<file path="config.mk">
export PLATFORM = sky130hd
export DESIGN_NAME = ute_ctrl
export DESIGN_NICKNAME = d
export VERILOG_FILES = /design/src/hdl/ute_pkg.sv /design/src/hdl/ute_ctrl.sv
export SDC_FILE = /design/constraint.sdc
export NUM_CORES = 1
export LEC_CHECK = 0
export BUFFER_PORTS_ARGS = -buffer_cell sky130_fd_sc_hd__buf_2
export CORE_ASPECT_RATIO = 0.5
export CORE_MARGIN = 8
export CORE_UTILIZATION = 45
export CTS_CLUSTER_DIAMETER = 150
export DETAILED_ROUTE_END_ITERATION = 7
export PLACE_DENSITY = 0.66
export SYNTH_ARGS = -nofsm -noshare
export SYNTH_HDL_FRONTEND = slang
export SYNTH_SLANG_ARGS = --single-unit
</file>
<file path="constraint.sdc">
create_clock -name clk -period 6.45 [get_ports clk]
set_clock_uncertainty 0.2 [all_clocks]
set_input_delay 1.6125 -clock clk [delete_from_list [all_inputs] [get_ports clk]]
set_output_delay 1.6125 -clock clk [all_outputs]
set_load 0.02 [all_outputs]
</file>
<file path="src/hdl/ute_pkg.sv">
// ----------------------------------------------------------------------------
// ute_pkg
// Shared types, constants and the step sequence of the tracking estimator.
// ----------------------------------------------------------------------------
package ute_pkg;

  localparam int unsigned UOP_LAST = 25;

  localparam logic signed [33:0] COEF0 = 34'sd1686629713;
  localparam logic signed [33:0] COEF1 = 34'sd693598669;
  localparam logic signed [33:0] COEF2 = 34'sd85569306;
  localparam logic signed [33:0] COEF3 = 34'sd5026995;
  localparam logic signed [33:0] COEF4 = 34'sd172272;
  localparam logic signed [33:0] INV_TWO_PI = 34'sd683565276;
  localparam logic [31:0]        QUARTER_TURN = 32'h4000_0000;

  localparam logic [2:0] REG_GAIN_KP      = 3'd0;
  localparam logic [2:0] REG_INV_OFFSET_P = 3'd1;
  localparam logic [2:0] REG_STEP_TIME    = 3'd2;
  localparam logic [2:0] REG_INIT_X       = 3'd3;
  localparam logic [2:0] REG_INIT_Y       = 3'd4;
  localparam logic [2:0] REG_INIT_HEADING = 3'd5;

  typedef enum logic [4:0] {
    U_SQ, U_P3, U_P2, U_P1, U_P0, U_SR,
    U_VX, U_VY, U_V1, U_V2, U_T1, U_T2, U_W,
    U_XD, U_YD, U_PX, U_PY, U_D, U_G1, U_G2
  } uop_t;

  typedef enum logic [1:0] {S_IDLE, S_RUN, S_DONE} state_t;

  typedef struct packed {
    logic load;
    logic wb;
    logic out_load;
    logic sel_cos;
    uop_t uop;
  } dp_cmd_t;

  // cosine first, then sine, then the command and pose chain
  function automatic uop_t seq_uop(input logic [4:0] idx);
    uop_t u;
    unique case (idx)
      5'd0, 5'd6:   u = U_SQ;
      5'd1, 5'd7:   u = U_P3;
      5'd2, 5'd8:   u = U_P2;
      5'd3, 5'd9:   u = U_P1;
      5'd4, 5'd10:  u = U_P0;
      5'd5, 5'd11:  u = U_SR;
      5'd12:        u = U_VX;
      5'd13:        u = U_VY;
      5'd14:        u = U_V1;
      5'd15:        u = U_V2;
      5'd16:        u = U_T1;
      5'd17:        u = U_T2;
      5'd18:        u = U_W;
      5'd19:        u = U_XD;
      5'd20:        u = U_YD;
      5'd21:        u = U_PX;
      5'd22:        u = U_PY;
      5'd23:        u = U_D;
      5'd24:        u = U_G1;
      default:      u = U_G2;
    endcase
    return u;
  endfunction

  function automatic logic [31:0] sat32(input logic signed [67:0] v);
    logic [31:0] r;
    if (v > 68'sd2147483647) r = 32'h7FFF_FFFF;
    else if (v < -68'sd2147483648) r = 32'h8000_0000;
    else r = v[31:0];
    return r;
  endfunction

endpackage

</file>
<file path="src/hdl/ute_ctrl.sv">
// ----------------------------------------------------------------------------
// ute_ctrl
// Sequencer: walks the micro-op list once per step, counts steps, hands off.
// ----------------------------------------------------------------------------
module ute_ctrl #(
  parameter int unsigned MAX_STEPS = 255
) (
  input  logic             clk,
  input  logic             rst_n,
  input  logic             in_valid,
  input  logic [7:0]       in_step_count,
  output logic             in_ready,
  output logic             out_valid,
  input  logic             out_ready,
  output ute_pkg::dp_cmd_t cmd
);

  ute_pkg::state_t state_r, state_nxt;
  logic [4:0] uidx_r, uidx_nxt;
  logic       phase_r, phase_nxt;
  logic [7:0] cnt_r, cnt_nxt;
  logic       out_valid_r, out_valid_nxt;
  logic [7:0] n_eff;

  always_comb begin
    if (32'(in_step_count) > MAX_STEPS) n_eff = 8'(MAX_STEPS);
    else n_eff = in_step_count;
  end

  always_ff @(posedge clk) begin
    if (!rst_n) begin
      state_r     <= ute_pkg::S_IDLE;
      uidx_r      <= '0;
      phase_r     <= 1'b0;
      cnt_r       <= '0;
      out_valid_r <= 1'b0;
    end else begin
      state_r     <= state_nxt;
      uidx_r      <= uidx_nxt;
      phase_r     <= phase_nxt;
      cnt_r       <= cnt_nxt;
      out_valid_r <= out_valid_nxt;
    end
  end

  always_comb begin
    state_nxt     = state_r;
    uidx_nxt      = uidx_r;
    phase_nxt     = phase_r;
    cnt_nxt       = cnt_r;
    out_valid_nxt = out_valid_r & ~out_ready;
    in_ready      = 1'b0;
    cmd.load      = 1'b0;
    cmd.wb        = 1'b0;
    cmd.out_load  = 1'b0;
    cmd.sel_cos   = (uidx_r < 5'd6);
    cmd.uop       = ute_pkg::seq_uop(uidx_r);
    unique case (state_r)
      ute_pkg::S_IDLE: begin
        in_ready = 1'b1;
        if (in_valid) begin
          cmd.load  = 1'b1;
          uidx_nxt  = '0;
          phase_nxt = 1'b0;
          cnt_nxt   = n_eff;
          state_nxt = (n_eff == 8'd0) ? ute_pkg::S_DONE : ute_pkg::S_RUN;
        end
      end
      ute_pkg::S_RUN: begin
        cmd.wb    = phase_r;
        phase_nxt = ~phase_r;
        if (phase_r) begin
          if (uidx_r == 5'(ute_pkg::UOP_LAST)) begin
            uidx_nxt = '0;
            cnt_nxt  = cnt_r - 8'd1;
            if (cnt_r == 8'd1) state_nxt = ute_pkg::S_DONE;
          end else begin
            uidx_nxt = uidx_r + 5'd1;
          end
        end
      end
      ute_pkg::S_DONE: begin
        // hold until the output register is free
        if (!out_valid_r || out_ready) begin
          cmd.out_load  = 1'b1;
          out_valid_nxt = 1'b1;
          state_nxt     = ute_pkg::S_IDLE;
        end
      end
      default: state_nxt = ute_pkg::S_IDLE;
    endcase
  end

  assign out_valid = out_valid_r;

endmodule

</file>
==> impl_metrics.toml, run 1 <==
[status]
status = "complete, no violations"

[final_layout]
final_area_sq_mm = 0.00151
area_growth_pct = 14.4
seqCellArea_sq_um = 440
finalNonFillerCells = 219
fin_nets = 199
nFillCells = 291
drive_gt1_share_pct = 18.4
utilization_pct = 52.1
multiInputGateArea_sq_um = 808
antenna_cells = 0

[worst_hold_path]
holdCritPathClass = "reg2reg"

[timing]
finalCritPeriodShare_pct = 61.3
finalSetupTns_ns = 0
worst_pin_slew_ns = 0.676
hold_violations = 0
rsz0062_at_grt = "no"
fmax_mhz = 253
drv_slew = 0
setup_viol = 0
maxSlewHeadroom_pct = 54.6
finalCriticalPeriod_ns = 3.96

[drt]
route.detailed.drc = 0
num_vias = 1261
drtIter0Drc = 112
post_drt_wl_per_cell_microns = 14.8
antenna_left = 0
first_pass_iters = 4
viasPerCell = 5.76
wl_microns = 3240

[setup_path]
endpoint_kind = "output port"
r2r_slack_ns = 3.62
crit_path_end = "cmd[6]"
startpoint = "out_ready"
r2r_cells = 9
crit_path_top_delay_cell = "nand2b_1"
r2r_start = "uidx_r[1]"
critPathMaxFanout = 3
start_kind = "input port"
critical_path_class = "in2out"
r2r-end = "cmd[3]"
crit_path_frequent_cell = "buf_2"
worstPathRequired_ns = 4.64
arrival_ns = 2.14
cpPeakStageDelay_ns = 0.15
crit_chain = "buf_2 > nand2b_1 > nor2b_1 > buf_2"

[yosys]
synth_edf_count = 0
ys_warn_count = 0
ys_ff_latch = 22
seq_area_frac_synth_pct = 33.5
synth_nets = 179
synthTopCellsByArea = "dfxtp_1 33%, ha_1 6.7%, o21ai_0 5.7%, a21oi_1 4.6%, and2_1 3.3%"
synth.most_common_cell = "dfxtp_1"
yosys-top-cells-count = "22 x dfxtp_1, 15 x o21ai_0, 12 x a21oi_1, 11 x inv_1"
async_reset_ff_share_pct = 0
synth_top_area_share_pct = 33.5
synthFlopType = "dfxtp_1"
synth.avg_cell_area_sq_um = 8.23
synth_cell_types = 42
synth_top_area_cell = "dfxtp_1"
syn_inst = 160
synth_area_sq_mm = 0.00132

[clock_tree]
clockRootBuffer = "clkbuf_8"
cts.repair.resized = 0
clk_pin_slew_ns = 0.08
postCtsSetupBuffers = 0
numCtsBuffers = 3
htree_levels = 1
cts.hold.buffers_added = 0
clock-sinks = 22
clockBufferDepth = 2
clock_latency_ns = 0.27
cts_tree = "done"

[power]
power_density_mw_per_mm2 = 267
p_leak_uw = 0.000625
peakVddDrop_mv = 0.121
p_total_uw = 402

[placement]
dpl_cell_area_sq_mm = 0.00145
dpl.hpwl_microns = 2390
dp.cells = 215
place_congestion = 0.834
port_buffers = 22

[grt]
grt_pass1_vias = 1108
grt-ovfl-total = 0
grt_pass1_wl_microns = 5160
antenna_found_initial = 0
grt_max_degree = 19
grt.total_usage_pct = 12.9

[die]
core-area_sq_mm = 0.00289
ioPinCount = 23
die_height_microns = 54.2
initial_core_util_pct = 45.5
dieArea_sq_mm = 0.00502
die_w_microns = 92.5
num_rows = 14

[flow_run]
drv_cap = 0
## where the power goes
part | switching [uW] | internal (uW) | leakage, uW
Sequential | 23.1 | 150 | 0.000179
Clock | 46.0 | 54.5 | 0.0000288
Combinational | 77.5 | 50.5 | 0.000417
## sequential cells by signal, indices dropped and copies added (netlist names)
register,flops
out_valid,1
uidx_r,5
cnt_r,8
phase_r,1
cmd,5
state_r,2
## worst max-delay path: cells and delay by family
family / cells / cell delay (ns)
buffers and inverters: 2 / 0.24
and+or+nand+nor: 2 / 0.28
## how the worst min path moves through the flow
stage	start	to	depth (start not counted)	slack, ns
2_1_floorplan	cnt_r[7]	cnt_r[7]	2	0.27
3_3_place_gp	cnt_r[7]	cnt_r[7]	2	0.28
3_5_place_dp	cnt_r[7]	cnt_r[7]	2	0.29
4_1_cts	cnt_r[7]	cnt_r[7]	2	0.30
5_1_grt	cnt_r[7]	cnt_r[7]	2	0.33
6_report	cnt_r[7]	cnt_r[7]	2	0.30
## through the flow
step | setup slack, ns | hold slack (ns)
detailed placement | 2.49 | 0.288
CTS | 2.49 | 0.300
global route | 2.46 | 0.332
finish | 2.49 | 0.301
global placement | 2.50 | 0.280
floorplan | 2.58 | 0.267
## routing by layer
layer  track usage (%)  part of all wire [%]  routed length [microns]
met5                 0                     0                        0
met4              4.49                   1.7                       55
met3              4.10                   8.0                      259
met2              18.6                    40                     1310
met1              17.9                    50                     1610
## cell families (layout without fill, tap and decap cells)
logic type                 after synthesis  count (layout)  share of synthesized area, %
DFF                                     22              22                          33.5
buffers and inverters                   18              37                          5.13
AOI/OAI and AO/OA                       52              52                          26.9
and+or+nand+nor                         58              58                          25.7
xor gates and xnor gates                 1               1                         0.666
adders and majority gates                7               7                          6.65
muxes                                    2               2                          1.52
## cells in the final DEF (no fill, tap or decap), types with 5 or more instances in the layout
cell / count
a21oi_1: 12
and2_1: 7
buf_2: 22
dfxtp_1: 22
ha_1: 7
inv_1: 11
nand2_1: 9
nand2b_1: 7
nor2_1: 9
o21ai_0: 15
o31ai_1: 5
## cell type report
cell class,instances,share of cell area (%)
Sequential cell,22,29.3
Timing Repair Buffer,22,7.32
Multi-Input combinational cell,120,53.7
Clock buffer,4,3.66
Tap cell,40,3.33
Inverter,11,2.74
(Power assumes the default switching activity.)
==> inputs of run 2 (changes only) <==
- clock period: 6.45 -> 4.1 ns (I/O delays scaled with it)
==> run 2 against run 1 <==
Against the previous run: cell count stayed put; total power is 69% higher; final area is 1.1% higher; global-route usage is 1.1 points higher; first-iteration DRC count is 18% lower; sequential share of layout area is 0.31 points lower; via count is 3.1% lower; routed wire length is 2.3% higher; combinational power is 57% higher; clock power is 100% higher; core utilization is 0.56 points higher; critical path type is now in2reg.
==> impl_metrics.toml, run 2 (synthesized netlist as in run 1, its figures left out) <==
[drt]
post_drt_wl_per_cell_microns = 15.1
num_vias = 1222
drtIter0Drc = 92
wl_microns = 3310
first_pass_iters = 4
viasPerCell = 5.58
antenna_left = 0
route.detailed.drc = 0

[flow_run]
drv_cap = 0

[timing]
finalCriticalPeriod_ns = 3.03
worst_pin_slew_ns = 0.654
fmax_mhz = 331
drv_slew = 0
maxSlewHeadroom_pct = 55.2
finalSetupTns_ns = 0
rsz0062_at_grt = "no"
finalCritPeriodShare_pct = 73.8
setup_viol = 0
setup_slack_ns = 1.07
hold_violations = 0

[power]
sw_frac_of_total_pct = 34.1
p_leak_uw = 0.000631
netSwitchingPower_uw = 231
internal_power_uw = 446
power_density_mw_per_mm2 = 445
p_total_uw = 677
peakVddDrop_mv = 0.183
pwr-share-clk_pct = 30.1
p_comb_share_pct = 29.7
seqPwrFrac_pct = 40.2

[clock_tree]
cts.hold.buffers_added = 0
clockRootBuffer = "clkbuf_8"
postCtsSetupBuffers = 0
htree_levels = 1
clock-sinks = 22
numCtsBuffers = 3
clock_latency_ns = 0.27
cts_tree = "done"
clk_pin_slew_ns = 0.08
clockBufferDepth = 2
cts.repair.resized = 0

[grt]
grt.total_usage_pct = 14.0
grt_max_degree = 19
antenna_found_initial = 0
grt_pass1_vias = 1161
grt_pass1_wl_microns = 5590
grt-ovfl-total = 0

[setup_path]
worstPathRequired_ns = 4.09
critPathMaxFanout = 13
critical_path_class = "in2reg"
endpoint_kind = "flip-flop"
arrival_ns = 3.02
start_kind = "input port"

[die]
num_rows = 14
initial_core_util_pct = 45.5
core-area_sq_mm = 0.00289
ioPinCount = 23
dieArea_sq_mm = 0.00502
die_height_microns = 54.2
die_w_microns = 92.5

[final_layout]
largest_register_ffs = 8
largest_register = "cnt_r"
mostFrequentLayoutCells = "22 x dfxtp_1, 22 x buf_2, 15 x o21ai_0, 12 x a21oi_1, 11 x inv_1"
fin_nets = 199
area_growth_pct = 15.6
antenna_cells = 0
drive_gt1_share_pct = 18.4

[placement]
port_buffers = 22
dpl.hpwl_microns = 2530
place_congestion = 0.767
dpl_worst_slack_ns = 0.829

[status]
status = "complete, no violations"

[worst_hold_path]
holdCritPathClass = "reg2reg"
[run 2: cell count changes in the layout (fill, tap and decap cells not counted)]
cell / before / now
clkbuf_8: 4 / 3
bufinv_16: 0 / 1
[run 2: layer usage]
| metal | share of wire [%] | global-route usage, % | vias up |
|---|---|---|---|
| li1 | - | - | 624 |
| met1 | 51 | 19.4 | 559 |
| met2 | 41 | 19.6 | 31 |
| met3 | 6.3 | 4.24 | 8 |
| met4 | 1.6 | 6.60 | 0 |
| met5 | 0 | 0 | - |
[run 2: final timing paths]
kind | start | endpoint | slack [ns] | depth (start not counted)
worst max-delay path | rst_n | cmd[3] | 1.07 | 7
worst min-delay path | cnt_r[7] | cnt_r[7] | 0.31 | 2
worst max register to register | state_r[0] | cmd[3] | 1.19 | 8
worst min register to register | cnt_r[7] | cnt_r[7] | 0.31 | 2
[run 2: layout make-up]
type | count | area [sq um]
Timing Repair Buffer | 22 | 110
Tap cell | 40 | 50.0
Clock inverter | 1 | 30.0
Clock buffer | 3 | 41.3
Inverter | 11 | 41.3
Fill cell | 284 | 1370
Sequential cell | 22 | 440
Multi-Input combinational cell | 120 | 808
[run 2: stage by stage]
stage	cells	instance area [sq um]	hold slack (ns)	util, %
after floorplan	160	1320	0.267	-
after global placement	215	1450	0.282	50.2
after detailed placement	215	1450	0.296	50.2
after CTS	219	1520	0.309	52.6
after global routing	219	1520	0.352	52.6
final	219	1520	0.311	52.6
[run 2: power by group through the flow]
stage | combinational, uW | sequential [uW] | clock (uW)
after floorplan | 162 | 260 | 0
after global placement | 199 | 275 | 0
after detailed placement | 198 | 277 | 0
after CTS | 200 | 272 | 209
after global routing | 226 | 278 | 221
final | 201 | 273 | 204
[run 2: worst max-delay path, cell delays in order]
cell and delay (ns):
buf_2 0.20, inv_1 0.25, o31ai_1 0.66, ha_1 0.28, inv_1 0.06, or3b_1 0.38, a21oi_1 0.17
==> inputs of run 3 (changes only) <==
- clock period: 4.1 -> 2.9 ns (I/O delays scaled with it)
==> run 3 against run 2 <==
Against the previous run: routed wire length fell by 0.63%; hold slack got worse by 0.0011 ns; flip-flop and latch count did not move; core utilization rose by 0.48 points; clock-buffer cell count rose by 1; critical endpoint unchanged; largest cell class unchanged; highest routed layer unchanged.
==> impl_metrics.toml, run 3 (synthesized netlist as in run 1, its figures left out) <==
[status]
status = "complete, no violations"

[die]
initial_core_util_pct = 45.5
core-area_sq_mm = 0.00289
die_height_microns = 54.2
ioPinCount = 23
die_w_microns = 92.5
dieArea_sq_mm = 0.00502
num_rows = 14

[power]
p_total_uw = 906
p_leak_uw = 0.000643
peakVddDrop_mv = 0.249
power_density_mw_per_mm2 = 590

[setup_path]
endpoint_kind = "flip-flop"
r2r-end = "cmd[3]"
critPathMaxFanout = 6
start_kind = "flip-flop"
r2r_cells = 10
crit_path_top_delay_cell = "dfxtp_1"
cpPeakStageDelay_ns = 0.41
path_delay_family = "simple AND/OR/NAND/NOR gates"
cp_num_buf_inv = 2
arrival_ns = 2.59
r2r_slack_ns = 0.31
r2r_start = "uidx_r[1]"
crit_chain = "inv_1 > ha_1 > nand4b_2 > nand4b_2 > o21ai_1 > and2_1 > ha_1 > inv_1 > or3b_1 > a21oi_1"
critical_path_class = "reg2reg"
worstPathRequired_ns = 2.90

[drt]
drtIter0Drc = 123
antenna_left = 0
first_pass_iters = 4
route.detailed.drc = 0
num_vias = 1277
viasPerCell = 5.73
wl_microns = 3290
post_drt_wl_per_cell_microns = 14.8

[grt]
grt.total_usage_pct = 13.9
grt_max_degree = 17
grt_pass1_wl_microns = 5550
grt_pass1_vias = 1141
grt-ovfl-total = 0
antenna_found_initial = 0

[timing]
setup_slack_ns = 0.308
rsz0062_at_grt = "no"
whs_ns = 0.310
finalCritPeriodShare_pct = 89.4
finalCriticalPeriod_ns = 2.59
worst_pin_slew_ns = 0.531
finalSetupTns_ns = 0
maxSlewHeadroom_pct = 64.5
setup_viol = 0
drv_slew = 0
hold_violations = 0
fmax_mhz = 386

[clock_tree]
clockRootBuffer = "clkbuf_8"
clock-sinks = 22
clk_pin_slew_ns = 0.08
cts_tree = "done"
clockBufferDepth = 2
numCtsBuffers = 3
clock_latency_ns = 0.27
postCtsSetupBuffers = 0
htree_levels = 1

[placement]
port_buffers = 22
dpl.hpwl_microns = 2490
place_congestion = 0.863
dpl_worst_slack_ns = 0.255

[worst_hold_path]
hold_start = "cnt_r[7]"
holdCritPathClass = "reg2reg"
min_path_cells = 2
holdPathEnd = "cnt_r[7]"

[final_layout]
nFillCells = 288
drive_gt1_share_pct = 20.2
largest_register = "cnt_r"
utilization_pct = 53.1
seqCellArea_sq_um = 440
area_growth_pct = 16.6
fin_nets = 203
antenna_cells = 0
mostFrequentLayoutCells = "22 x dfxtp_1, 22 x buf_2, 14 x o21ai_0, 12 x a21oi_1, 11 x inv_1"
largest_register_ffs = 8
multiInputGateArea_sq_um = 808

[flow_run]
drv_cap = 0
## run 3: changes by cell type in the layout (fill, tap and decap cells not counted)
cell / before / now
clkbuf_8: 3 / 4
o21ai_0: 15 / 14
buf_4: 0 / 4
o21ai_1: 0 / 1
bufinv_16: 1 / 0
## run 3: power breakdown
group | internal [uW] | total [uW] | switching [uW]
registers | 334 | 387 | 53.0
logic | 121 | 296 | 175
clock network | 121 | 224 | 102
## run 3: timing repair
action                                  CTS  global route
hold buffers                              0             0
gates resized for setup                   0             1
endpoints found under the setup margin    0             1
## run 3: per-stage QoR
step,area [sq um],cells
floorplan,1320,160
detailed placement,1480,219
global placement,1480,219
CTS,1540,223
global route,1540,223
finish,1540,223
## run 3: area by class of cell
cell class / count / area share (%)
sequential: 22 / 28.7
tap: 40 / 3.26
timing repair buffer: 26 / 9.13
clock buffer: 4 / 3.59
inverter: 11 / 2.69
multi-input combinational: 120 / 52.6
## run 3: tightest hold or removal path: stages (launching register included)
cell and delay, ns:
dfxtp_1 0.33, o21ai_0 0.07, a21oi_1 0.07
## run 3: how the worst max path moves through the flow
stage / start / end / slack (ns) / cells past startpoint
after CTS: uidx_r[1] / cmd[3] / 0.24 / 10
after detailed placement: uidx_r[1] / cmd[3] / 0.25 / 10
final: uidx_r[1] / cmd[3] / 0.31 / 10
after global routing: uidx_r[1] / cmd[3] / 0.09 / 10
after floorplan: in_valid / cmd[3] / 0.43 / 8
after global placement: uidx_r[1] / cmd[3] / 0.36 / 10
## run 3: per-layer routing
layer	routed length, microns	GRT usage, %	up-vias
met4	8	3.17	0
met3	299	3.56	2
met5	0	0	-
met2	1350	20.9	56
li1	-	-	629
met1	1630	19.6	590
